## src/rtl/core/ort_pkg.sv

```systemverilog
// shared types, constants and helpers for the occupancy ray trace unit
package ort_pkg;

   localparam int GRID_WIDTH  = 512;
   localparam int GRID_HEIGHT = 512;
   localparam int GRID_DEPTH  = GRID_WIDTH * GRID_HEIGHT;
   localparam int ADDR_W      = $clog2(GRID_DEPTH);

   localparam int COORD_W = 12;
   localparam int IDX_W   = COORD_W - 1;
   localparam int PROD_W  = 2 * IDX_W;
   localparam int VALUE_W = 12;
   localparam int SUM_W   = VALUE_W + 1;
   localparam int LIMIT_W = 11;
   localparam int COUNT_W = 13;
   localparam int ERR_W   = 15;

   localparam int QUEUE_DEPTH = 2;
   localparam int QPTR_W      = $clog2(QUEUE_DEPTH);
   localparam int QCNT_W      = $clog2(QUEUE_DEPTH + 1);

   localparam int REQ_DATA_W = 56;
   localparam int RSP_DATA_W = 32;
   localparam int CSR_IDX_W  = 2;
   localparam int CSR_DATA_W = 12;

   localparam logic signed [VALUE_W-1:0] HIT_INC_RESET  = 12'sd218;
   localparam logic signed [VALUE_W-1:0] MISS_INC_RESET = -12'sd102;
   localparam logic [LIMIT_W-1:0]        LIMIT_RESET    = 11'd1024;

   typedef enum logic {
      OP_TRACE = 1'b0,
      OP_READ  = 1'b1
   } op_type;

   typedef enum logic [CSR_IDX_W-1:0] {
      CSR_HIT_INCREMENT  = 2'd0,
      CSR_MISS_INCREMENT = 2'd1,
      CSR_CLAMP_LIMIT    = 2'd2
   } csr_index_type;

   typedef enum logic [1:0] {
      BACK_CLEAR,
      BACK_IDLE,
      BACK_WALK
   } back_state_type;

   typedef struct packed {
      logic signed [VALUE_W-1:0] hit_inc;
      logic signed [VALUE_W-1:0] miss_inc;
      logic [LIMIT_W-1:0]        limit;
   } cfg_type;

   typedef struct packed {
      op_type                    op;
      logic signed [COORD_W-1:0] start_col;
      logic signed [COORD_W-1:0] start_row;
      logic signed [COORD_W-1:0] end_col;
      logic signed [COORD_W-1:0] end_row;
      logic                      hit;
      logic [COORD_W-1:0]        dcol;
      logic [COORD_W-1:0]        drow;
      logic                      col_neg;
      logic                      row_neg;
      logic [COUNT_W-1:0]        count;
   } task_type;

   function automatic logic in_grid(input logic [COORD_W-1:0] col,
                                    input logic [COORD_W-1:0] row);
      logic col_ok;
      logic row_ok;
      col_ok = !col[COORD_W-1] && ({1'b0, col} < (COORD_W+1)'(GRID_WIDTH));
      row_ok = !row[COORD_W-1] && ({1'b0, row} < (COORD_W+1)'(GRID_HEIGHT));
      return col_ok && row_ok;
   endfunction

   function automatic logic [ADDR_W-1:0] cell_addr(input logic [COORD_W-1:0] col,
                                                   input logic [COORD_W-1:0] row);
      logic [PROD_W-1:0] prod;
      prod = PROD_W'(row[IDX_W-1:0]) * PROD_W'(GRID_WIDTH) + PROD_W'(col[IDX_W-1:0]);
      return ADDR_W'(prod);
   endfunction

endpackage

```

## src/rtl/core/ort_queue.sv

```systemverilog
// short task queue between front and back
module ort_queue (
   input  logic              clock,
   input  logic              reset,
   input  logic              push,
   input  ort_pkg::task_type push_task,
   output logic              full,
   output logic              task_valid,
   input  logic              pop,
   output ort_pkg::task_type pop_task
);
   import ort_pkg::*;

   task_type            entries_ff [QUEUE_DEPTH];
   logic [QPTR_W-1:0]   wr_ptr_ff, wr_ptr_in;
   logic [QPTR_W-1:0]   rd_ptr_ff, rd_ptr_in;
   logic [QCNT_W-1:0]   count_ff, count_in;

   assign full       = (count_ff == QCNT_W'(QUEUE_DEPTH));
   assign task_valid = (count_ff != '0);
   assign pop_task   = entries_ff[rd_ptr_ff];

   always_comb begin
      wr_ptr_in = wr_ptr_ff;
      rd_ptr_in = rd_ptr_ff;
      count_in  = count_ff;
      if (push) begin
         wr_ptr_in = (wr_ptr_ff == QPTR_W'(QUEUE_DEPTH - 1)) ? '0 : wr_ptr_ff + QPTR_W'(1);
      end
      if (pop) begin
         rd_ptr_in = (rd_ptr_ff == QPTR_W'(QUEUE_DEPTH - 1)) ? '0 : rd_ptr_ff + QPTR_W'(1);
      end
      if (push && !pop) begin
         count_in = count_ff + QCNT_W'(1);
      end else if (pop && !push) begin
         count_in = count_ff - QCNT_W'(1);
      end
   end

   always_ff @(posedge clock) begin
      if (reset) begin
         wr_ptr_ff <= '0;
         rd_ptr_ff <= '0;
         count_ff  <= '0;
      end else begin
         wr_ptr_ff <= wr_ptr_in;
         rd_ptr_ff <= rd_ptr_in;
         count_ff  <= count_in;
      end
   end

   always_ff @(posedge clock) begin
      if (push) begin
         entries_ff[wr_ptr_ff] <= push_task;
      end
   end

endmodule

```

## config.mk

```make
export PLATFORM = sky130hd
export DESIGN_NAME = ort_queue
export DESIGN_NICKNAME = d
export VERILOG_FILES = /design/src/rtl/core/ort_pkg.sv /design/src/rtl/core/ort_queue.sv
export SDC_FILE = /design/constraint.sdc
export NUM_CORES = 1
export LEC_CHECK = 0
export BUFFER_PORTS_ARGS = -buffer_cell sky130_fd_sc_hd__buf_2
export CAP_MARGIN = 20
export CORE_MARGIN = 2
export CORE_UTILIZATION = 56
export CTS_CLUSTER_SIZE = 24
export DETAILED_ROUTE_END_ITERATION = 8
export PLACE_DENSITY_LB_ADDON = 0.12
export SETUP_SLACK_MARGIN = 0.2
export SLEW_MARGIN = 20
export SYNTH_ARGS = -nofsm -noshare
export SYNTH_HDL_FRONTEND = slang
export SYNTH_SLANG_ARGS = --single-unit
```

## constraint.sdc

```tcl
create_clock -name clock -period 8.8 [get_ports clock]
set_clock_uncertainty 0.05 [all_clocks]
set_input_delay 0 -clock clock [delete_from_list [all_inputs] [get_ports clock]]
set_output_delay 0 -clock clock [all_outputs]
set_load 0.05 [all_outputs]
```

Word level (Yosys, flattened, before mapping)

Memory sizes are Yosys's and may differ from the RTL's. A register that Yosys moved wholly into a read port is not among the register bits.
Cells that the tools add are included.

$add $sub $neg: 4
Mux-type cells: 8
Eq/ne operators: 1
Reductions and logical operators: 6

Operators with widths:

| kind                                                               | count |
|---|---|
| 1-bit 2-to-1 mux                                                   | 6 |
| 2-bit 2-to-1 mux                                                   | 2 |
| 2-bit nonzero test                                                 | 2 |
| 1-bit adder, second input constant                                 | 2 |
| 2-bit by 1-bit adder with 2-bit output, second input constant      | 1 |
| 2-bit == test, second input constant                               | 1 |
| 1-bit logical AND                                                  | 2 |
| 1-bit zero test                                                    | 2 |
| 2-bit by 1-bit subtractor with 2-bit output, second input constant | 1 |

Memories: 1
Output and inout bits: 91
Flip-flop bits (word level): 4
Input port bits: 93
RAM bits: 178

Memory list:

| name       | words | bits a word | read ports | clocked after memory_dff | wr ports | RTL line        | text |
|---|---|---|---|---|---|---|---|
| entries_ff | 2     | 89          | 1          | 1                        | 1        | ort_queue.sv:14 | `task_type entries_ff [QUEUE_DEPTH];` |

Depth between registers and ports, before layout

Gate-level depths: netlist of run 1.

Word-level depth: 4
Depth in mapped cells: 5
Gate-level depth less buffers: 5

Least setup slack after synthesis of run 1

Ideal clock, no wire load.

Path type: register to register
Start point: reg wr_ptr_ff
End point: mem entries_ff[0][0] (netlist name) (enable)
Slack: 3.930 ns
Path buffers: 0
Arrival: 4.272 ns
Data required time: 8.202 ns
Cell stages (with the launch flop): 2
Path through: dfxtp_1 > nor2b_1

RTL lines:

| element                | RTL line        | text |
|---|---|---|
| start, declared        | ort_queue.sv:15 | `logic [QPTR_W-1:0] wr_ptr_ff, wr_ptr_in;` |
| start signal, assigned | ort_queue.sv:46 | `wr_ptr_ff <= wr_ptr_in;` |
| end, declared          | ort_queue.sv:14 |  |

No word-level cell before the write port.

==> impl_metrics.ini, run 1 <==
[power]
cellPowerDensity_mw_per_mm2 = 235
peakVddDrop_mv = 0.160
p_leak_nw = 3.55

[clocking]
clockBufferDepth = 2
tritoncts = built
ctsResizeCount = 0
numCtsBuffers = 17
ctsHoldBuffers = 93
cts_htree_levels = 4
path_clk_slew_ns = 0.06
cts_setup_buffers = 0
root_buffer = clkbuf_16
clkLatencyLatePin_ns = 0.41
clkSinkCount = 183

[critical_path]
critPathCaptureType = output pin
cp_num_buf_inv = 2
cpPeakStageDelay_ns = 0.72
crit_path_max_fanout = 47
start_kind = register
required_ns = 8.75
slowest_stage = dfxtp_4
path_class = register to output pin
critPathTopFamily = buffers and inverters
worstPathCellList = buf_4 > mux2_2 > buf_2
crit_arrival_ns = 2.48

[synth]
synth_edf_count = 178
avgSynthCellArea_sq_um = 22.3
synth-simple-area-share = 0.00695
syn_area_sq_mm = 0.00666
synth-compound-area-share = 0.00150
synthAdderAreaFrac = 0.00188
async_reset_ff_frac = 0
yosys_warnings = 0
syn-num-nets = 393
synthTopCellsByArea = edfxtp_1 (80%), mux2_2 (13%), mux2_4 (2.3%)
synth_top_family_by_area = multiplexers
synthCells = 299
synth_seq_area_share = 0.817
ys.flop_type = edfxtp_1
yosysTopAreaCellShare = 0.802
ys_types = 17
yosys.area.top_type = edfxtp_1
synth_seq_cells = 183
synth_mux_area_frac = 0.156
synth-xor-area-share = 0.00526

[placed_design]
io_buffers = 183
post-dp-hpwl_um = 7140
routabilityCongestion = 0.750

[routing]
drc = 12
drt_first_pass_iters = 9
totalWireLength_um = 13000
wl_per_cell_um = 17.5
routed_via_density = 5.08
via_count = 3774
drtIter0Drc = 250
ant_nets = 0

[grt]
grtUsageTotal = 0.210
grt_pass1_vias = 4118
antenna_found_initial = 0
grt_max_degree = 90
grt_first_pass_wirelength_um = 20000
globalRouteOverflowTotal = 0

[timing]
whs_ns = 0.247
final-hold-violation-count = 0
worstMarginPinSlew_ns = 0.850
rsz0062_at_grt = false
drv_slew = 0
setup_tns_ns = 0
setup_viol = 0
fin_crit_sh = 0.288
timing.slew.headroom = 0.433
fmax_mhz = 395
layout_min_cycle_time_ns = 2.53

[status]
violations = design-rule violations
outcome = finished with violations

[floorplanning]
rows = 39
start_util = 0.578
die_h_um = 113
die_area_sq_mm = 0.0128
die_x_um = 113
io_pins = 184
core_sq_mm = 0.0115

[worst_hold_path]
min_path_type = input port to register

[final_layout]
num_antenna_cells = 0
drive_gt1_frac = 0.507
nets = 681
fillers = 606
syn2layout_area_growth_pct = 38.9

[flow_run]
cap_violations = 0
[power by group]
part / total [mW] / switching, mW / internal, mW
clock: 0.762 / 0.290 / 0.472
sequential: 1.04 / 0.0204 / 1.02
combinational: 0.379 / 0.253 / 0.126
total: 2.18 / 0.563 / 1.62
[per-stage QoR]
step,total power [mW],instance area (sq um),instances,setup slack (ns),utilization
6_report,2.18,9260,743,6.27,0.804
5_1_grt,2.25,9260,743,6.15,0.804
4_1_cts,2.19,9260,743,6.21,0.804
3_5_place_dp,1.40,7730,618,6.66,0.671
3_3_place_gp,1.39,7720,618,6.71,0.671
2_1_floorplan,1.32,6660,299,3.93,-
[path summary, 6_finish.rpt]
| kind | start | end | slack (ns) | depth (start not counted) |
|---|---|---|---|---|
| worst max-delay path | register | pop_task[12] | 6.27 | 3 |
| worst min-delay path | push_task[53] | entries_ff[1][53] | 0.25 | 2 |
| worst max register to register | wr_ptr_ff | entries_ff[1][36] | 6.74 | 2 |
| worst min register to register | rd_ptr_ff | rd_ptr_ff | 0.47 | 2 |
[synth_stat cells, types with 2 or more instances]
cell / n
edfxtp_1: 178
xnor2_1: 2
nor2_1: 4
nor2b_1: 2
buf_6: 3
mux2_4: 10
xor2_1: 2
buf_2: 7
dfxtp_1: 5
mux2_2: 79
[worst register-to-register path: cells and delay by family, from the launching register on]
| kind | cells | cell delay, ns |
|---|---|---|
| buf+inv | 1 | 0.67 |
| simple gates | 1 | 0.55 |
| flops | 1 | 0.40 |
[cell usage in the layout, fill, tap and decap left out, drive strengths merged]
| cell type | instances |
|---|---|
| o21ai | 1 |
| or2 | 1 |
| dfxtp | 5 |
| nor2b | 2 |
| clkinvlp | 2 |
| xor2 | 2 |
| clkbuf | 22 |
| dlygate4sd3 | 93 |
| nor2 | 4 |
| mux2 | 89 |
| xnor2 | 2 |
| ha | 1 |
| edfxtp | 178 |
| bufinv | 4 |
| clkinv | 4 |
| buf | 186 |
| a21oi | 1 |
| or3 | 1 |
| and2 | 1 |
| inv | 1 |
[sequential cells by signal, indices dropped and copies added (netlist names), named ones only]
| register | flops |
|---|---|
| wr_ptr_ff | 1 |
| rd_ptr_ff | 1 |
| entries_ff | 178 |
| count_ff | 2 |
[routing by layer]
metal  part of all wire  vias to the layer above  global-route usage  routed length (um)
met5                  0                        -                   0                   0
met4              0.020                        0              0.0911                 258
met3              0.059                       21              0.0589                 770
met2               0.54                      145               0.377                7000
met1               0.38                     1848               0.233                4940
li1                   -                     1760                   -                   -
[cell type report]
type                       count  area, sq um  area share
sequential                   183         5450       0.589
timing repair buffer         279         1870       0.202
multi-input combinational    105         1150       0.125
clock buffer                  22          444      0.0480
tap                          143          179      0.0193
clock inverter                10          153      0.0165
inverter                       1         3.75    0.000406
[logic make-up (layout without fill, tap and decap cells)]
family / Yosys count / in the layout
flip-flops: 183 / 183
AO/OA/AOI/OAI: 2 / 2
AND/OR/NAND/NOR: 9 / 9
XOR/XNOR: 4 / 4
buffers and inverters: 11 / 312
adder cells (fa/ha/maj): 1 / 1
multiplexers: 89 / 89
(Power assumes the default switching activity.)
==> inputs of run 2 (changes only) <==
- ABC_AREA: default -> 1
- CORE_UTILIZATION: 56 -> 52
- clock period: 8.8 -> 2.6 ns (I/O delays scaled with it)
==> impl_metrics.ini, run 2 <==
[floorplanning]
io_pins = 184
start_util = 0.532
die_h_um = 117
die_area_sq_mm = 0.0138
die_x_um = 117
rows = 41
core_sq_mm = 0.0126

[clocking]
numCtsBuffers = 17
clkLatencyLatePin_ns = 0.42
tritoncts = built
path_clk_slew_ns = 0.07
cts_htree_levels = 4
ctsResizeCount = 0
ctsHoldBuffers = 93
cts_setup_buffers = 0
root_buffer = clkbuf_16
clockBufferDepth = 2
clkSinkCount = 183

[critical_path]
cpPeakStageDelay_ns = 0.60
crit_path_max_fanout = 29
critPathCaptureType = output pin
path_class = register to output pin
worstPathCellList = buf_4 > mux2_2 > buf_2
required_ns = 2.55
crit_arrival_ns = 1.96
slowest_stage = dfxtp_4
r2r_start = wr_ptr_ff
start_kind = register

[final_layout]
largest_register_ffs = 178
multi_input_area_sq_mm = 0.00114
fillers = 793
regArea_sq_mm = 0.00545
nets = 696
drive_gt1_frac = 0.509
largestRegisters = entries_ff (178), count_ff (2)
stdcell_area_sq_mm = 0.00932
finalNonFillerCells = 787
final_common_cell = buf_2
syn2layout_area_growth_pct = 39.5
final_cell_mix = buf_2 (183), edfxtp_1 (178), dlygate4sd3_1 (93)
top_register = entries_ff
num_antenna_cells = 0

[timing]
setup_viol = 0
worstMarginPinSlew_ns = 0.631
fmax_mhz = 498
timing.slew.headroom = 0.579
rsz0062_at_grt = false
drv_slew = 0
final-hold-violation-count = 0
setup_tns_ns = 0
layout_min_cycle_time_ns = 2.01
fin_crit_sh = 0.773

[placed_design]
placed_cell_area_sq_mm = 0.00782
io_buffers = 183
post-dp-hpwl_um = 7720
routabilityCongestion = 0.777
post-place-cells = 662

[routing]
via_count = 3788
ant_nets = 0
routed_via_density = 4.81
wl_per_cell_um = 16.1
totalWireLength_um = 12700
drtIter0Drc = 215
drt_first_pass_iters = 4
drc = 0

[power]
p_leak_nw = 3.59
cellPowerDensity_mw_per_mm2 = 763
p_comb_frac = 0.172
p_seq_frac = 0.488
power_switching_mw = 1.88
p_int_mw = 5.23
totalPowerFinal_mw = 7.11
switching_share = 0.264
peakVddDrop_mv = 0.648
clkPwrFrac = 0.341

[synth]
ys.flop_type = edfxtp_1
yosys.area.top_type = edfxtp_1
synth_edf_count = 178
yosysTopAreaCellShare = 0.800
avgSynthCellArea_sq_um = 21.5
async_reset_ff_frac = 0
synthCells = 310
syn-num-nets = 404
synth_seq_area_share = 0.815
yosys.cell_count.top_type = edfxtp_1
ys_types = 16
yosys_warnings = 0
synth_seq_cells = 183
synthTopCellsByArea = edfxtp_1 (80%), mux2_2 (13%), mux2_4 (2.2%)
yosys-top-cells-count = edfxtp_1 (178), mux2_2 (79), mux2_4 (10), inv_1 (9), buf_2 (7)
syn_area_sq_mm = 0.00668

[grt]
antenna_found_initial = 0
grt_max_degree = 49
grtUsageTotal = 0.189
grt_pass1_vias = 4020
grt_first_pass_wirelength_um = 19900
globalRouteOverflowTotal = 0

[flow_run]
cap_violations = 0

[worst_hold_path]
min_path_type = input port to register
min-delay-start = push_task[5]

[status]
outcome = complete, no violations
-- run 2: changes by cell type after synthesis, moves of 2 or more --
cell,before,now
xor2_1,2,0
nand2_1,0,6
nor2b_1,2,0
inv_1,1,9
nor2_1,4,6
-- run 2: power groups by stage --
stage / combinational (mW) / sequential, mW / clock, mW
detailed placement: 1.11 / 3.53 / 0
global route: 1.28 / 3.48 / 2.57
CTS: 1.23 / 3.47 / 2.46
global placement: 1.10 / 3.53 / 0
finish: 1.22 / 3.47 / 2.42
floorplan: 0.857 / 3.51 / 0
-- run 2: cells by family after synthesis --
logic type | after synthesis | synth area share
DFF | 183 | 0.815
muxes | 89 | 0.156
buffers and inverters | 19 | 0.0154
and+or+nand+nor | 15 | 0.00918
AOI/OAI and AO/OA | 2 | 0.00150
xor gates and xnor gates | 1 | 0.00131
adders and majority gates | 1 | 0.00187
-- run 2: final cells by class --
cell class | count | share of cell area
clock buffer | 18 | 0.0461
timing repair buffer | 283 | 0.205
sequential | 183 | 0.585
tap | 172 | 0.0231
multi-input combinational | 108 | 0.122
inverter | 9 | 0.00403
clock inverter | 14 | 0.0145
-- run 2: routing by layer --
metal,part of all wire,track usage
met4,0.025,0.0911
met3,0.058,0.0564
met2,0.53,0.329
met5,0,0
met1,0.39,0.214
-- run 2: worst paths after layout --
path | end | slack (ns) | cells past startpoint
setup / recovery | pop_task[40] | 0.59 | 3
setup reg to reg | entries_ff[1][47] | 1.07 | 3
hold / removal | entries_ff[1][5] | 0.25 | 2
hold reg to reg | wr_ptr_ff | 0.51 | 2
-- run 2: stage by stage --
step | util | worst slack (ns) | hold slack, ns
final | 0.741 | 0.591 | 0.249
after detailed placement | 0.622 | 1.01 | 0.141
after floorplan | - | 0.424 | 0.0224
after CTS | 0.741 | 0.553 | 0.231
after global placement | 0.622 | 1.03 | 0.138
after global routing | 0.741 | 0.488 | 0.249
-- run 2: critical path, delay by kind of cell, from the launching register on --
family	cells	cell delay, ns
buffers and inverters	2	0.54
flip-flops	1	0.60
multiplexers	1	0.37
==> inputs of run 3 (changes only) <==
- ABC_AREA: 1 -> 0
- CORE_UTILIZATION: 52 -> 47
- clock period: 2.6 -> 1.74 ns (I/O delays scaled with it)
==> impl_metrics.ini, run 3 (same netlist as run 1, synthesis figures left out) <==
[timing]
rsz0062_at_grt = true
fmax_mhz = 588
worstMarginPinSlew_ns = 0.426
final-hold-violation-count = 0
fin_ws_ns = 0.0388
timing.slew.headroom = 0.716
drv_slew = 0
layout_min_cycle_time_ns = 1.70
fin_crit_sh = 0.978
setup_tns_ns = 0
setup_viol = 0

[clocking]
root_buffer = clkbuf_16
path_clk_slew_ns = 0.06
tritoncts = built
cts_htree_levels = 4
clkLatencyLatePin_ns = 0.42
clockBufferDepth = 2
numCtsBuffers = 17
clkSinkCount = 183

[placed_design]
dp_slack_ns = 0.329
routabilityCongestion = 0.707
post-dp-hpwl_um = 7650
post-place-cells = 660
io_buffers = 183

[critical_path]
crit_arrival_ns = 1.65
critPathCaptureType = output pin
start_kind = register
required_ns = 1.69
path_class = register to output pin
crit_path_max_fanout = 7

[routing]
routed_via_density = 4.84
drc = 0
ant_nets = 0
wl_per_cell_um = 18.4
drtIter0Drc = 194
via_count = 3854
drt_first_pass_iters = 5
totalWireLength_um = 14700

[grt]
grt_first_pass_wirelength_um = 20200
antenna_found_initial = 1
grtUsageTotal = 0.183
grt_pass1_vias = 4015
grt_max_degree = 60
globalRouteOverflowTotal = 0

[final_layout]
final_common_cell = edfxtp_1
largestRegisters = entries_ff (178), count_ff (2)
top_register = entries_ff
largest_register_ffs = 178
drive_gt1_frac = 0.529
finalNonFillerCells = 797
final_cell_mix = edfxtp_1 (178), buf_2 (94), dlygate4sd3_1 (92)
syn2layout_area_growth_pct = 58.7
fillers = 818
multi_input_area_sq_mm = 0.00135
regArea_sq_mm = 0.00545
nets = 697

[floorplanning]
io_pins = 184
die_x_um = 123
rows = 43
start_util = 0.480
die_area_sq_mm = 0.0151
die_h_um = 123
core_sq_mm = 0.0139

[power]
p_leak_nw = 4.16
p_int_mw = 8.62
clkPwrFrac = 0.324
power_switching_mw = 3.11
switching_share = 0.265
p_comb_frac = 0.231
totalPowerFinal_mw = 11.7
cellPowerDensity_mw_per_mm2 = 1110
p_seq_frac = 0.445
peakVddDrop_mv = 0.809

[status]
outcome = complete, no violations

[flow_run]
cap_violations = 0

[worst_hold_path]
min_path_type = input port to register
==> run 3: what timing repair did <==
action / 4_1_cts / 5_1_grt
gates resized for setup: 167 / 122
setup endpoints to repair: 89 / 88
pin swaps: 0 / 0
endpoints found under the hold margin: 183 / 0
hold buffers: 92 / 0
setup buffers: 6 / 1
cloned: 3 / 2
==> run 3: metrics by stage <==
stage	instance area, sq um	hold slack, ns	utilization
2_1_floorplan	6670	0.0150	-
3_3_place_gp	7880	0.136	0.568
3_5_place_dp	7880	0.142	0.568
4_1_cts	10100	0.0335	0.725
5_1_grt	10600	0.119	0.761
6_report	10600	0.0619	0.761
==> run 3: final cells by class <==
| type | count | share of cell area |
|---|---|---|
| Sequential cell | 183 | 0.516 |
| Inverter | 1 | 0.000355 |
| Clock buffer | 18 | 0.0406 |
| Timing Repair Buffer | 295 | 0.279 |
| Antenna cell | 1 | 0.000237 |
| Multi-Input combinational cell | 105 | 0.128 |
| Tap cell | 180 | 0.0213 |
| Clock inverter | 14 | 0.0149 |
==> run 3: path summary, 6_finish.rpt <==
| path | slack (ns) | endpoint | startpoint | cells after the start |
|---|---|---|---|---|
| setup / recovery | 0.04 | pop_task[77] | register | 5 |
| hold / removal | 0.06 | count_ff[0] | push | 4 |
| setup reg to reg | 0.41 | entries_ff[1][62] | wr_ptr_ff | 2 |
| hold reg to reg | 0.47 | count_ff[1] | count_ff[1] | 2 |
==> run 3: worst max-delay path: stages (launching register included) <==
cell and delay, ns:
dfxtp_4 0.36, buf_12 0.13, buf_12 0.13, buf_16 0.14, mux2_4 0.31, buf_8 0.15
==> run 3: layer usage <==
metal,share of wire,track usage
met1,0.40,0.206
met2,0.54,0.321
met3,0.045,0.0540
met4,0.022,0.0817
met5,0,0
==> run 3: power groups by stage <==
| stage | logic [mW] | registers, mW | clock network (mW) |
|---|---|---|---|
| after CTS | 2.41 | 5.21 | 3.86 |
| after global placement | 1.81 | 5.30 | 0 |
| after global routing | 2.82 | 5.24 | 4.04 |
| final | 2.71 | 5.22 | 3.80 |
| after detailed placement | 1.83 | 5.32 | 0 |
| after floorplan | 1.37 | 5.29 | 0 |
