File: config.mk
export PLATFORM = sky130hd
export DESIGN_NAME = ort_front
export DESIGN_NICKNAME = d
export VERILOG_FILES = /design/src/rtl/core/ort_pkg.sv /design/src/rtl/core/ort_front.sv
export SDC_FILE = /design/constraint.sdc
export NUM_CORES = 1
export LEC_CHECK = 0
export BUFFER_PORTS_ARGS = -buffer_cell sky130_fd_sc_hd__clkbuf_2
export CAP_MARGIN = 15
export CORE_ASPECT_RATIO = 0.75
export CORE_MARGIN = 2
export CORE_UTILIZATION = 39
export DETAILED_ROUTE_END_ITERATION = 8
export PLACE_DENSITY = 0.68
export SYNTH_ARGS = -nofsm -noshare
export SYNTH_HDL_FRONTEND = slang
export SYNTH_SLANG_ARGS = --single-unit
File: constraint.sdc
create_clock -name vclk -period 28.4
set_clock_uncertainty 0.15 [all_clocks]
set_input_delay 8.52 -clock vclk [all_inputs]
set_output_delay 8.52 -clock vclk [all_outputs]
set_load 0.05 [all_outputs]
File: src/rtl/core/ort_pkg.sv
// shared types, constants and helpers for the occupancy ray trace unit
package ort_pkg;

   localparam int GRID_WIDTH  = 512;
   localparam int GRID_HEIGHT = 512;
   localparam int GRID_DEPTH  = GRID_WIDTH * GRID_HEIGHT;
   localparam int ADDR_W      = $clog2(GRID_DEPTH);

   localparam int COORD_W = 12;
   localparam int IDX_W   = COORD_W - 1;
   localparam int PROD_W  = 2 * IDX_W;
   localparam int VALUE_W = 12;
   localparam int SUM_W   = VALUE_W + 1;
   localparam int LIMIT_W = 11;
   localparam int COUNT_W = 13;
   localparam int ERR_W   = 15;

   localparam int QUEUE_DEPTH = 2;
   localparam int QPTR_W      = $clog2(QUEUE_DEPTH);
   localparam int QCNT_W      = $clog2(QUEUE_DEPTH + 1);

   localparam int REQ_DATA_W = 56;
   localparam int RSP_DATA_W = 32;
   localparam int CSR_IDX_W  = 2;
   localparam int CSR_DATA_W = 12;

   localparam logic signed [VALUE_W-1:0] HIT_INC_RESET  = 12'sd218;
   localparam logic signed [VALUE_W-1:0] MISS_INC_RESET = -12'sd102;
   localparam logic [LIMIT_W-1:0]        LIMIT_RESET    = 11'd1024;

   typedef enum logic {
      OP_TRACE = 1'b0,
      OP_READ  = 1'b1
   } op_type;

   typedef enum logic [CSR_IDX_W-1:0] {
      CSR_HIT_INCREMENT  = 2'd0,
      CSR_MISS_INCREMENT = 2'd1,
      CSR_CLAMP_LIMIT    = 2'd2
   } csr_index_type;

   typedef enum logic [1:0] {
      BACK_CLEAR,
      BACK_IDLE,
      BACK_WALK
   } back_state_type;

   typedef struct packed {
      logic signed [VALUE_W-1:0] hit_inc;
      logic signed [VALUE_W-1:0] miss_inc;
      logic [LIMIT_W-1:0]        limit;
   } cfg_type;

   typedef struct packed {
      op_type                    op;
      logic signed [COORD_W-1:0] start_col;
      logic signed [COORD_W-1:0] start_row;
      logic signed [COORD_W-1:0] end_col;
      logic signed [COORD_W-1:0] end_row;
      logic                      hit;
      logic [COORD_W-1:0]        dcol;
      logic [COORD_W-1:0]        drow;
      logic                      col_neg;
      logic                      row_neg;
      logic [COUNT_W-1:0]        count;
   } task_type;

   function automatic logic in_grid(input logic [COORD_W-1:0] col,
                                    input logic [COORD_W-1:0] row);
      logic col_ok;
      logic row_ok;
      col_ok = !col[COORD_W-1] && ({1'b0, col} < (COORD_W+1)'(GRID_WIDTH));
      row_ok = !row[COORD_W-1] && ({1'b0, row} < (COORD_W+1)'(GRID_HEIGHT));
      return col_ok && row_ok;
   endfunction

   function automatic logic [ADDR_W-1:0] cell_addr(input logic [COORD_W-1:0] col,
                                                   input logic [COORD_W-1:0] row);
      logic [PROD_W-1:0] prod;
      prod = PROD_W'(row[IDX_W-1:0]) * PROD_W'(GRID_WIDTH) + PROD_W'(col[IDX_W-1:0]);
      return ADDR_W'(prod);
   endfunction

endpackage

File: src/rtl/core/ort_front.sv
// request acceptance and ray classification ahead of the task queue
module ort_front (
   input  logic                             req_tvalid,
   output logic                             req_tready,
   input  logic [ort_pkg::REQ_DATA_W-1:0]   req_tdata,
   input  logic                             req_tuser,
   input  logic                             clear_done,
   input  logic                             queue_full,
   output logic                             push,
   output ort_pkg::task_type                push_task
);
   import ort_pkg::*;

   logic signed [COORD_W-1:0] c0, r0, c1, r1;
   logic signed [COORD_W:0]   dcol_diff, drow_diff;
   logic [COORD_W-1:0]        dcol, drow, span;

   assign c0 = req_tdata[COORD_W-1:0];
   assign r0 = req_tdata[2*COORD_W-1:COORD_W];
   assign c1 = req_tdata[3*COORD_W-1:2*COORD_W];
   assign r1 = req_tdata[4*COORD_W-1:3*COORD_W];

   assign req_tready = clear_done && !queue_full;
   assign push       = req_tvalid && req_tready;

   always_comb begin
      dcol_diff = (COORD_W+1)'(c1) - (COORD_W+1)'(c0);
      drow_diff = (COORD_W+1)'(r1) - (COORD_W+1)'(r0);
      dcol = dcol_diff[COORD_W] ? COORD_W'(-dcol_diff) : COORD_W'(dcol_diff);
      drow = drow_diff[COORD_W] ? COORD_W'(-drow_diff) : COORD_W'(drow_diff);
      span = (dcol > drow) ? dcol : drow;

      push_task.op        = op_type'(req_tuser);
      push_task.start_col = c0;
      push_task.start_row = r0;
      push_task.end_col   = c1;
      push_task.end_row   = r1;
      push_task.hit       = req_tdata[4*COORD_W];
      push_task.dcol      = dcol;
      push_task.drow      = drow;
      push_task.col_neg   = !(c0 < c1);
      push_task.row_neg   = !(r0 < r1);
      push_task.count     = COUNT_W'(span) + COUNT_W'(1);
   end

endmodule

### After elaboration in Yosys (flattened, before gate mapping)

Index checks and enable logic that the tools add are counted.

| word-level totals | value |
|---|---|
| word-level logic and storage cells | 16 |
| output and inout bits | 91 |
| memories kept | 0 |
| bits in latches | 0 |
| flip-flop bits (word level) | 0 |
| ROM bits | 0 |
| RAM bits | 0 |

| operators by class | value |
|---|---|
| multiplexer cells | 3 |
| equality and inequality tests | 0 |
| shift operators | 0 |
| $mul | 0 |
| reduce and logical (&&, ||, !) cells | 5 |
| magnitude comparators | 3 |
| add/sub/neg operators | 5 |
| div/mod/pow operators | 0 |
| bitwise gates (word level) | 0 |

Operators by type and width:

| cell | number |
|---|---|
| two-way mux 12 bit | 3 |
| subtractor 12 x 12 -> 13 bit | 2 |
| less-than comparator 12 bit | 2 |
| negator 12 bit | 2 |
| adder 12 x 1 -> 13 bit, second input constant | 1 |
| > comparator 12 bit | 1 |
| logical NOT 1 bit | 3 |
| logical AND 1 bit | 2 |

### Logic depth before layout (Yosys ltp)

Gate-level depths: netlist (run 1).

| depth | value |
|---|---|
| depth in word-level cells | 6 |
| depth in mapped cells | 27 |

### Worst setup path after synthesis (run 1)

OpenSTA, ideal clock, no wires.

| timing | value |
|---|---|
| kind | in2out |
| start point | input port req_tdata[18] (netlist name) |
| end point | output port push_task[8] (netlist name) |
| required time | 19.730 ns |
| arrival time | 14.746 ns |
| path slack | 4.984 ns |
| stages on the path | 25 |
| path buffers | 3 |
| cells stage by stage | inv_1 ha_1 clkbuf_1 o21a_1 o21ai_0 a21o_1 o21a_1 o211ai_1 o2111ai_1 a22o_1 xnor2_1 inv_1 ha_1 nand3_1 nand3b_1 a22oi_4 buf_2 nor2_1 a21oi_1 ha_1 buf_1 nand3_1 nor2_1 xnor2_1 o21ai_0 |

RTL lines:

| element | line | text |
|---|---|---|
| start, declared | ort_front.sv:5 | `input logic [ort_pkg::REQ_DATA_W-1:0] req_tdata,` |
| end, declared | ort_front.sv:10 | `output ort_pkg::task_type push_task` |

==> metrics.txt, run 1 <==
# TYPE chip_impl_metric gauge
chip_impl_metric{name="drt-initial-drc-count",unit=""} 149
chip_impl_metric{name="crit_path_largest_cell_delay",unit="ns"} 0.70
chip_impl_metric{name="syn_area",unit="µm²"} 3310
chip_impl_info{name="synth_top_family_by_area",value="compound AO/OA/AOI/OAI gates"} 1
chip_impl_metric{name="die_area",unit="µm²"} 9240
chip_impl_metric{name="worstHoldPathCells",unit=""} 0
chip_impl_metric{name="critical_path.max_fanout",unit=""} 26
chip_impl_metric{name="nets",unit=""} 643
chip_impl_metric{name="finalSetupViolations",unit=""} 0
chip_impl_info{name="top_usage_layer",value="met1"} 1
chip_impl_metric{name="grt_first_pass_wirelength",unit="mm"} 13.3
chip_impl_metric{name="cts_setup_buffers",unit=""} 0
chip_impl_metric{name="design.portCount",unit=""} 151
chip_impl_metric{name="worst_case_vdd_ir_drop",unit="mV"} 0.0977
chip_impl_metric{name="antenna_left",unit=""} 0
chip_impl_metric{name="crit_buf_inv",unit=""} 4
chip_impl_info{name="crit_path_start_kind",value="input pin"} 1
chip_impl_info{name="layout.cells.most_common_list",value="140 x sky130_fd_sc_hd__clkbuf_2, 58 x sky130_fd_sc_hd__inv_1, 40 x sky130_fd_sc_hd__ha_1"} 1
chip_impl_metric{name="post-synth-top-area-fraction",unit="%"} 15.1
chip_impl_metric{name="design_power_total",unit="µW"} 287
chip_impl_metric{name="core",unit="µm²"} 8350
chip_impl_metric{name="setup_total_negative_slack",unit="ns"} 0
chip_impl_metric{name="post_syn_nets",unit=""} 561
chip_impl_metric{name="flops_and_latches",unit=""} 0
chip_impl_metric{name="hold_violation_count_in_the_final_report",unit=""} 0
chip_impl_metric{name="final_period_utilization",unit="%"} 81.9
chip_impl_info{name="grt_setup_unrepaired",value="false"} 1
chip_impl_info{name="timing.critical_path.slowest_stage_cell",value="sky130_fd_sc_hd__a22oi_4"} 1
chip_impl_metric{name="cts-resized-gates",unit=""} 0
chip_impl_metric{name="count_of_clock_buffers_in_the_final_design",unit=""} 0
chip_impl_metric{name="vias",unit=""} 3325
chip_impl_info{name="hold-path-endpoint",value="push_task[88]"} 1
chip_impl_metric{name="die_wd",unit="µm"} 110
chip_impl_metric{name="grt.met3_usage",unit="%"} 1.56
chip_impl_metric{name="syn_inst",unit=""} 459
chip_impl_info{name="cpLargestDelayFamily",value="compound AO/OA/AOI/OAI gates"} 1
chip_impl_info{name="worstSetupEndpointType",value="primary output"} 1
chip_impl_metric{name="post_synthesis_compound_gate_area_fraction",unit="%"} 27.3
chip_impl_metric{name="vias_in_the_first_global_route",unit=""} 2908
chip_impl_info{name="hold_class",value="input pin to primary output"} 1
chip_impl_info{name="leading_post_synthesis_cells_by_cell_area",value="sky130_fd_sc_hd__ha_1 15%, sky130_fd_sc_hd__buf_4 11%, sky130_fd_sc_hd__xnor2_1 7.7%, sky130_fd_sc_hd__inv_1 6.6%, sky130_fd_sc_hd__nor2_1 4.3%"} 1
chip_impl_metric{name="yosys-mux-area-fraction",unit="%"} 2.87
chip_impl_metric{name="gr-usage-met1",unit="%"} 26.6
chip_impl_metric{name="globalRouteOverflowTotal",unit=""} 0
chip_impl_metric{name="grt_max_degree",unit=""} 27
chip_impl_metric{name="worstPathArrival",unit="ns"} 14.58
chip_impl_metric{name="layout-area-overhead-vs-synth",unit="%"} 12.0
chip_impl_metric{name="viasPerCell",unit=""} 5.14
chip_impl_info{name="hp-start",value="req_tuser"} 1
chip_impl_metric{name="synth-adder-area-share",unit="%"} 16.7
chip_impl_metric{name="port-buffer-count",unit=""} 140
chip_impl_metric{name="post_synthesis_simple_gate_area_fraction",unit="%"} 21.1
chip_impl_metric{name="max_freq",unit="MHz"} 43.0
chip_impl_metric{name="place_hpwl",unit="mm"} 7.18
chip_impl_metric{name="slew-limit-headroom",unit="%"} 47.9
chip_impl_metric{name="tightestPinTransition",unit="ns"} 0.782
chip_impl_metric{name="yosysWarnings",unit=""} 0
chip_impl_metric{name="route.detailed.drc",unit=""} 0
chip_impl_metric{name="power_per_cell_area",unit="nW/µm²"} 77.6
chip_impl_metric{name="synth_sequential_area_ratio",unit="%"} 0
chip_impl_info{name="timing_worst_setup_path_type",value="input pin to primary output"} 1
chip_impl_metric{name="drtPass1Iterations",unit=""} 4
chip_impl_metric{name="fillerInstances",unit=""} 887
chip_impl_metric{name="syn-mean-instance-area",unit="µm²"} 7.21
chip_impl_metric{name="number_of_antenna_violations_at_the_first_check_in_global_routing",unit=""} 0
chip_impl_metric{name="worst-endpoint-required",unit="ns"} 19.73
chip_impl_metric{name="max_cap_violations",unit=""} 0
chip_impl_metric{name="diodes",unit=""} 0
chip_impl_metric{name="global_route.usage.met2",unit="%"} 25.9
chip_impl_metric{name="gpl.final_weighted_congestion",unit=""} 0.836
chip_impl_metric{name="post_route_cells_drive_above_1_share",unit="%"} 29.7
chip_impl_info{name="final_common_cell",value="sky130_fd_sc_hd__clkbuf_2"} 1
chip_impl_metric{name="initial_utilization",unit="%"} 39.6
chip_impl_metric{name="std_cell_rows",unit=""} 29
chip_impl_metric{name="routedWlPerCell",unit="µm"} 12.7
chip_impl_metric{name="total_leakage_power",unit="nW"} 1.96
chip_impl_info{name="run_status",value="completed"} 1
chip_impl_metric{name="fp.dieH",unit="µm"} 83.8
chip_impl_info{name="library_cell_with_the_largest_summed_area_after_synthesis",value="sky130_fd_sc_hd__ha_1"} 1
chip_impl_metric{name="finalWorstPathRequiredPeriod",unit="ns"} 23.25
chip_impl_metric{name="seq_area",unit="µm²"} 0
chip_impl_metric{name="synth_xor_area_share",unit="%"} 12.1
chip_impl_metric{name="wirelength",unit="mm"} 8.22
chip_impl_metric{name="slew_viol_final",unit=""} 0
chip_impl_metric{name="cts.hold.buffers_added",unit=""} 0
chip_impl_metric{name="synth_cell_types",unit=""} 71
chip_impl_metric{name="globalRouteTotalUtil",unit="%"} 16.9
## worst max-delay path by stage
stage | from | depth (start not counted) | endpoint | slack [ns]
after floorplan | req_tdata[18] | 25 | push_task[8] | 4.98
after global placement | req_tdata[24] | 26 | push_task[10] | 5.41
after detailed placement | req_tdata[24] | 26 | push_task[10] | 5.22
after CTS | req_tdata[24] | 26 | push_task[10] | 5.20
after global routing | req_tdata[24] | 26 | push_task[10] | 4.51
final | req_tdata[24] | 26 | push_task[10] | 5.15
## cell usage after synthesis, drive strengths merged (3+ instances only)
master	instances
nor3b	6
buf	58
o31ai	5
a211oi	6
xnor2	32
ha	40
a21o	14
a31oi	8
o21a	4
inv	58
and2	5
a311oi	4
or3	4
a21oi	25
nor2	38
and3	3
nor3	18
a21boi	3
nand3	9
nand2b	4
a221o	3
nand4	12
a22oi	3
a211o	4
nor2b	11
o32ai	3
o21ai	15
xor2	10
mux2i	8
nand2	13
## power by group
part	switching [mW]	total [mW]	leakage, nW	internal (mW)
Clock	0	0	0	0
Combinational	0.208	0.287	1.96	0.0794
Sequential	0	0	0	0
## final cells by class
class | count | area (µm²) | share of cell area (%)
well taps | 108 | 135 | 3.65
multi-input cells | 341 | 2650 | 71.6
inverters | 58 | 218 | 5.88
repair buffers | 140 | 701 | 18.9
## layer usage
metal  share of wire [%]  wire [µm]  up-vias
met5                   0          0        -
met4                0.32         26        0
met3                 5.7        471        2
met2                  42       3430       90
met1                  52       4290     1474
li1                    -          -     1759
## cell families (layout without fill, tap and decap cells)
group,Yosys count,count (layout)
buffers and inverters,118,198
AOI/OAI and AO/OA,115,115
and+or+nand+nor,132,132
xor gates and xnor gates,42,42
muxes,9,9
adders and majority gates,43,43
## metrics by stage
step                      cell area [µm²]  setup slack [ns]  cells  utilization [%]  hold WS (ns)
after floorplan                      3310              4.98    459                -         17.06
after global placement               3700              5.41    647             44.4         16.89
after detailed placement             3700              5.22    647             44.4         16.89
after CTS                            3700              5.20    647             44.4         16.89
after global routing                 3700              4.51    647             44.4         16.89
final                                3700              5.15    647             44.4         16.89
(Power assumes the default switching activity.)
==> inputs of run 2 (changes only) <==
clock period = 22 ns   (was 28.4 ns; I/O delays follow)
==> metrics.txt, run 2 (same netlist as run 1, synthesis figures left out) <==
# TYPE chip_impl_metric gauge
chip_impl_metric{name="total_leakage_power",unit="nW"} 1.96
chip_impl_info{name="timing_worst_setup_path_type",value="input pin to primary output"} 1
chip_impl_metric{name="die_wd",unit="µm"} 110
chip_impl_metric{name="max_freq",unit="MHz"} 51.4
chip_impl_metric{name="nets",unit=""} 643
chip_impl_info{name="layout.cells.most_common_list",value="140 x sky130_fd_sc_hd__clkbuf_2, 58 x sky130_fd_sc_hd__inv_1, 40 x sky130_fd_sc_hd__ha_1"} 1
chip_impl_metric{name="flops_and_latches",unit=""} 0
chip_impl_metric{name="diodes",unit=""} 0
chip_impl_metric{name="setup_total_negative_slack",unit="ns"} 0
chip_impl_metric{name="drt-initial-drc-count",unit=""} 177
chip_impl_metric{name="worstPathArrival",unit="ns"} 12.71
chip_impl_info{name="run_status",value="completed"} 1
chip_impl_metric{name="grt_first_pass_wirelength",unit="mm"} 13.0
chip_impl_metric{name="routedWlPerCell",unit="µm"} 12.7
chip_impl_info{name="hold_class",value="input pin to primary output"} 1
chip_impl_metric{name="cts-resized-gates",unit=""} 0
chip_impl_info{name="crit_path_start_kind",value="input pin"} 1
chip_impl_metric{name="antenna_left",unit=""} 0
chip_impl_metric{name="die_area",unit="µm²"} 9240
chip_impl_metric{name="hold_violation_count_in_the_final_report",unit=""} 0
chip_impl_metric{name="worst-endpoint-required",unit="ns"} 15.25
chip_impl_metric{name="design.portCount",unit=""} 151
chip_impl_metric{name="place_hpwl",unit="mm"} 7.15
chip_impl_metric{name="slew-limit-headroom",unit="%"} 49.0
chip_impl_info{name="final_common_cell",value="sky130_fd_sc_hd__clkbuf_2"} 1
chip_impl_metric{name="max_cap_violations",unit=""} 0
chip_impl_metric{name="count_of_clock_buffers_in_the_final_design",unit=""} 0
chip_impl_metric{name="gpl.final_weighted_congestion",unit=""} 0.838
chip_impl_info{name="hp-start",value="req_tuser"} 1
chip_impl_metric{name="vias_in_the_first_global_route",unit=""} 2874
chip_impl_metric{name="drtPass1Iterations",unit=""} 4
chip_impl_metric{name="cts.hold.buffers_added",unit=""} 0
chip_impl_metric{name="design_power_total",unit="µW"} 370
chip_impl_metric{name="vias",unit=""} 3353
chip_impl_metric{name="critical_path.max_fanout",unit=""} 26
chip_impl_metric{name="finalWorstPathRequiredPeriod",unit="ns"} 19.46
chip_impl_metric{name="tightestPinTransition",unit="ns"} 0.765
chip_impl_info{name="beginning_of_the_critical_path",value="req_tdata[24]"} 1
chip_impl_metric{name="stdcell_area",unit="µm²"} 3700
chip_impl_metric{name="core",unit="µm²"} 8350
chip_impl_metric{name="route.detailed.drc",unit=""} 0
chip_impl_metric{name="globalRouteOverflowTotal",unit=""} 0
chip_impl_metric{name="initial_utilization",unit="%"} 39.6
chip_impl_metric{name="post_route_cells_drive_above_1_share",unit="%"} 29.7
chip_impl_metric{name="wirelength",unit="mm"} 8.19
chip_impl_metric{name="postPlaceCellArea",unit="µm²"} 3700
chip_impl_metric{name="fp.dieH",unit="µm"} 83.8
chip_impl_metric{name="grt_max_degree",unit=""} 27
chip_impl_metric{name="std_cell_rows",unit=""} 29
chip_impl_metric{name="power_per_cell_area",unit="nW/µm²"} 99.9
chip_impl_metric{name="number_of_antenna_violations_at_the_first_check_in_global_routing",unit=""} 0
chip_impl_info{name="worstSetupEndpointType",value="primary output"} 1
chip_impl_info{name="grt_setup_unrepaired",value="false"} 1
chip_impl_info{name="critical_path.endpoint",value="push_task[10]"} 1
chip_impl_metric{name="worst_case_vdd_ir_drop",unit="mV"} 0.123
chip_impl_metric{name="port-buffer-count",unit=""} 140
chip_impl_metric{name="globalRouteTotalUtil",unit="%"} 16.5
chip_impl_metric{name="seq_area",unit="µm²"} 0
chip_impl_metric{name="slew_viol_final",unit=""} 0
chip_impl_metric{name="viasPerCell",unit=""} 5.18
chip_impl_metric{name="finalSetupViolations",unit=""} 0
chip_impl_metric{name="layout-area-overhead-vs-synth",unit="%"} 12.0
chip_impl_metric{name="final_period_utilization",unit="%"} 88.4
chip_impl_metric{name="cts_setup_buffers",unit=""} 0
[run 2: cell counts in the layout (fill, tap and decap cells not counted)]
Identical to the previous run, type by type.
[run 2: worst min path at each step]
stage / end / slack, ns / depth (start not counted)
finish: push_task[88] / 13.05 / 0
global route: push_task[88] / 13.05 / 0
CTS: push_task[88] / 13.05 / 0
detailed placement: push_task[88] / 13.05 / 0
global placement: push_task[88] / 13.05 / 0
floorplan: push_task[39] / 13.22 / 1
[run 2: metal layers]
metal | GRT usage (%) | share of wire, % | vias to the layer above | routed length [µm]
li1 | - | - | 1760 | -
met1 | 26.5 | 53 | 1491 | 4370
met2 | 25.2 | 41 | 102 | 3360
met3 | 1.09 | 5.6 | 0 | 457
met4 | 0.114 | 0 | 0 | 0
met5 | 0 | 0 | - | 0
[run 2: worst max-delay path: stages]
cell                       delay, ns
sky130_fd_sc_hd__clkbuf_2       0.09
sky130_fd_sc_hd__inv_1          0.04
sky130_fd_sc_hd__ha_1           0.21
sky130_fd_sc_hd__fa_1           0.43
sky130_fd_sc_hd__nand2b_1       0.20
sky130_fd_sc_hd__a211oi_2       0.32
sky130_fd_sc_hd__o31ai_1        0.19
sky130_fd_sc_hd__a31oi_2        0.50
sky130_fd_sc_hd__mux2i_1        0.39
sky130_fd_sc_hd__inv_1          0.12
sky130_fd_sc_hd__ha_1           0.32
sky130_fd_sc_hd__nor2b_1        0.14
sky130_fd_sc_hd__o21ai_0        0.09
sky130_fd_sc_hd__nand2b_1       0.08
sky130_fd_sc_hd__a21oi_1        0.08
sky130_fd_sc_hd__o21ai_0        0.17
sky130_fd_sc_hd__nand3b_1       0.14
sky130_fd_sc_hd__a22oi_4        0.69
sky130_fd_sc_hd__nor2_1         0.13
sky130_fd_sc_hd__a21oi_1        0.16
sky130_fd_sc_hd__ha_1           0.39
sky130_fd_sc_hd__nand3_1        0.27
sky130_fd_sc_hd__o41ai_1        0.31
sky130_fd_sc_hd__o21ai_0        0.15
sky130_fd_sc_hd__mux2i_1        0.17
sky130_fd_sc_hd__clkbuf_2       0.31
[run 2: layout make-up]
cell class / instances / area [µm²]
inverters: 58 / 218
repair buffers: 140 / 701
multi-input cells: 341 / 2650
well taps: 108 / 135
fillers: 861 / 4640
[run 2: metrics by stage]
step / hold slack, ns / worst slack (ns) / utilization [%] / instances
after floorplan: 13.22 / 2.42 / - / 459
after CTS: 13.05 / 2.65 / 44.4 / 647
after detailed placement: 13.05 / 2.68 / 44.4 / 647
after global routing: 13.05 / 2.02 / 44.4 / 647
final: 13.05 / 2.54 / 44.4 / 647
after global placement: 13.05 / 2.85 / 44.4 / 647
[run 2: where the power goes]
group / switching [mW] / internal, mW / total, mW
Combinational: 0.268 / 0.102 / 0.370
Sequential: 0 / 0 / 0
Clock: 0 / 0 / 0
==> inputs of run 3 (changes only) <==
ABC_AREA = 1   (was unset)
CORE_MARGIN = 10   (was 2)
PLACE_DENSITY = 0.67   (was 0.68)
==> metrics.txt, run 3 <==
# TYPE chip_impl_metric gauge
chip_impl_info{name="hp-start",value="req_tdata[48]"} 1
chip_impl_metric{name="vias_in_the_first_global_route",unit=""} 3380
chip_impl_metric{name="max_freq",unit="MHz"} 55.6
chip_impl_info{name="synth.cells.most_frequent",value="131 x sky130_fd_sc_hd__nand2_1, 117 x sky130_fd_sc_hd__inv_1, 50 x sky130_fd_sc_hd__buf_4"} 1
chip_impl_metric{name="crit_path_largest_cell_delay",unit="ns"} 0.44
chip_impl_metric{name="slew_viol_final",unit=""} 0
chip_impl_metric{name="vias",unit=""} 3624
chip_impl_metric{name="finalWorstPathRequiredPeriod",unit="ns"} 17.98
chip_impl_metric{name="setup_total_negative_slack",unit="ns"} 0
chip_impl_info{name="synth_top_family_by_area",value="simple AND/OR/NAND/NOR gates"} 1
chip_impl_metric{name="flops_and_latches",unit=""} 0
chip_impl_metric{name="synth-adder-area-share",unit="%"} 14.9
chip_impl_metric{name="total_leakage_power",unit="nW"} 2.51
chip_impl_metric{name="design_power_total",unit="µW"} 479
chip_impl_metric{name="die_area",unit="µm²"} 13600
chip_impl_metric{name="slew-limit-headroom",unit="%"} 65.5
chip_impl_metric{name="design.portCount",unit=""} 151
chip_impl_info{name="layout.cells.most_common_list",value="140 x sky130_fd_sc_hd__clkbuf_2, 131 x sky130_fd_sc_hd__nand2_1, 117 x sky130_fd_sc_hd__inv_1"} 1
chip_impl_metric{name="post_syn_nets",unit=""} 697
chip_impl_metric{name="worstPathArrival",unit="ns"} 11.23
chip_impl_metric{name="diodes",unit=""} 0
chip_impl_metric{name="count_of_clock_buffers_in_the_final_design",unit=""} 0
chip_impl_metric{name="seq_area",unit="µm²"} 0
chip_impl_metric{name="wirelength",unit="mm"} 9.54
chip_impl_metric{name="drtPass1Iterations",unit=""} 4
chip_impl_metric{name="synth_sequential_area_ratio",unit="%"} 0
chip_impl_metric{name="syn_area",unit="µm²"} 3620
chip_impl_metric{name="met2_length",unit="mm"} 4.22
chip_impl_info{name="run_status",value="completed"} 1
chip_impl_metric{name="place_hpwl",unit="mm"} 8.88
chip_impl_info{name="timing_worst_setup_path_type",value="input pin to primary output"} 1
chip_impl_metric{name="yosysWarnings",unit=""} 0
chip_impl_info{name="crit_path_start_kind",value="input pin"} 1
chip_impl_metric{name="final_period_utilization",unit="%"} 81.7
chip_impl_metric{name="synth_xor_area_share",unit="%"} 6.02
chip_impl_info{name="timing.critical_path.slowest_stage_cell",value="sky130_fd_sc_hd__fa_1"} 1
chip_impl_metric{name="fp.dieH",unit="µm"} 103
chip_impl_metric{name="port-buffer-count",unit=""} 140
chip_impl_metric{name="syn_inst",unit=""} 595
chip_impl_metric{name="synth_cell_types",unit=""} 46
chip_impl_info{name="grt_setup_unrepaired",value="false"} 1
chip_impl_metric{name="worst-endpoint-required",unit="ns"} 15.25
chip_impl_metric{name="post_route_cells_drive_above_1_share",unit="%"} 35.3
chip_impl_metric{name="post_synthesis_simple_gate_area_fraction",unit="%"} 46.2
chip_impl_metric{name="post-synth-top-area-fraction",unit="%"} 13.8
chip_impl_metric{name="nets",unit=""} 784
chip_impl_metric{name="drt-initial-drc-count",unit=""} 193
chip_impl_metric{name="routedWlPerCell",unit="µm"} 11.8
chip_impl_info{name="hold_class",value="input pin to primary output"} 1
chip_impl_metric{name="tightestPinTransition",unit="ns"} 0.512
chip_impl_metric{name="critical_path.max_fanout",unit=""} 14
chip_impl_info{name="top_routing_layer_in_use",value="met3"} 1
chip_impl_metric{name="initial_utilization",unit="%"} 40.0
chip_impl_info{name="leading_post_synthesis_cells_by_cell_area",value="sky130_fd_sc_hd__ha_1 14%, sky130_fd_sc_hd__nand2_1 14%, sky130_fd_sc_hd__inv_1 12%, sky130_fd_sc_hd__buf_4 10%, sky130_fd_sc_hd__nand2_2 6.2%"} 1
chip_impl_metric{name="grt_first_pass_wirelength",unit="mm"} 15.4
chip_impl_metric{name="worst_case_vdd_ir_drop",unit="mV"} 0.0621
chip_impl_metric{name="cts.hold.buffers_added",unit=""} 0
chip_impl_metric{name="gpl.final_weighted_congestion",unit=""} 0.894
chip_impl_metric{name="antenna_left",unit=""} 0
chip_impl_metric{name="syn-mean-instance-area",unit="µm²"} 6.08
chip_impl_metric{name="hold_violation_count_in_the_final_report",unit=""} 0
chip_impl_metric{name="grt_max_degree",unit=""} 15
chip_impl_metric{name="number_of_antenna_violations_at_the_first_check_in_global_routing",unit=""} 0
chip_impl_info{name="crit_path_top_cell_by_count",value="sky130_fd_sc_hd__inv_1"} 1
chip_impl_metric{name="max_cap_violations",unit=""} 0
chip_impl_metric{name="die_wd",unit="µm"} 131
chip_impl_info{name="worstSetupEndpointType",value="primary output"} 1
chip_impl_metric{name="wl_met1",unit="mm"} 4.77
chip_impl_metric{name="globalRouteOverflowTotal",unit=""} 0
chip_impl_info{name="final_common_cell",value="sky130_fd_sc_hd__clkbuf_2"} 1
chip_impl_metric{name="cts-resized-gates",unit=""} 0
chip_impl_metric{name="layout-area-overhead-vs-synth",unit="%"} 11.4
chip_impl_metric{name="post_synthesis_compound_gate_area_fraction",unit="%"} 6.95
chip_impl_metric{name="finalWorstSetupSlack",unit="ns"} 4.02
chip_impl_metric{name="yosys-mux-area-fraction",unit="%"} 0
chip_impl_metric{name="route.detailed.drc",unit=""} 0
chip_impl_info{name="library_cell_with_the_largest_summed_area_after_synthesis",value="sky130_fd_sc_hd__ha_1"} 1
chip_impl_metric{name="final_core_util",unit="%"} 44.5
chip_impl_metric{name="globalRouteTotalUtil",unit="%"} 13.0
chip_impl_metric{name="viasPerCell",unit=""} 4.49
chip_impl_metric{name="routed-wl-met3",unit="µm"} 550
chip_impl_info{name="beginning_of_the_critical_path",value="req_tdata[36]"} 1
chip_impl_metric{name="std_cell_rows",unit=""} 30
chip_impl_metric{name="power_per_cell_area",unit="nW/µm²"} 119
chip_impl_metric{name="core",unit="µm²"} 9050
chip_impl_metric{name="worst_setup_slack_before_clock_tree_synthesis",unit="ns"} 4.04
chip_impl_metric{name="finalSetupViolations",unit=""} 0
chip_impl_info{name="most_frequent_cell_after_synthesis",value="sky130_fd_sc_hd__nand2_1"} 1
chip_impl_metric{name="cts_setup_buffers",unit=""} 0
[run 3: changes by cell type in the layout (fill, tap and decap cells not counted), sizes merged, moves of 7 or more]
cell,before,now
a21o,14,0
a21oi,25,18
inv,58,125
mux2i,8,0
nand2,13,184
nand3,9,53
nor2b,11,0
nor3,18,4
xnor2,32,3
xor2,10,21
[run 3: worst max-delay path, delay by kind of cell]
family,cells,cell delay [ns]
simple gates,16,1.65
fa+ha+maj,4,1.11
buf+inv,9,0.93
compound gates,3,0.93
[run 3: stage by stage]
step	instances	hold WS, ns	area, µm²
global route	808	13.05	4030
CTS	808	13.05	4030
floorplan	595	13.22	3620
global placement	808	13.05	4030
detailed placement	808	13.05	4030
finish	808	13.05	4030
[run 3: logic make-up (layout without fill, tap and decap cells)]
group	after synthesis	in the layout
buf+inv	182	267
xor+xnor	24	24
compound gates	41	41
simple gates	306	306
fa+ha+maj	42	42
[run 3: final cells by class]
type	count	area, µm²
Multi-Input combinational cell	413	2680
Timing Repair Buffer	140	701
Fill cell	929	5020
Inverter	127	485
Tap cell	128	160
[run 3: metal layers]
layer	up-vias	global-route usage (%)
met2	88	21.3
met1	1567	18.6
li1	1969	-
met4	0	0.172
met5	-	0
met3	0	2.12
[run 3: worst paths after layout]
kind / endpoint / slack [ns] / depth (start not counted)
worst min-delay path: push_task[39] / 13.05 / 0
worst max-delay path: push_task[8] / 4.02 / 32
[run 3: report_power, final]
part | internal [mW] | switching (mW) | leakage [nW] | total [mW]
combinational | 0.116 | 0.363 | 2.51 | 0.479
clock | 0 | 0 | 0 | 0
sequential | 0 | 0 | 0 | 0
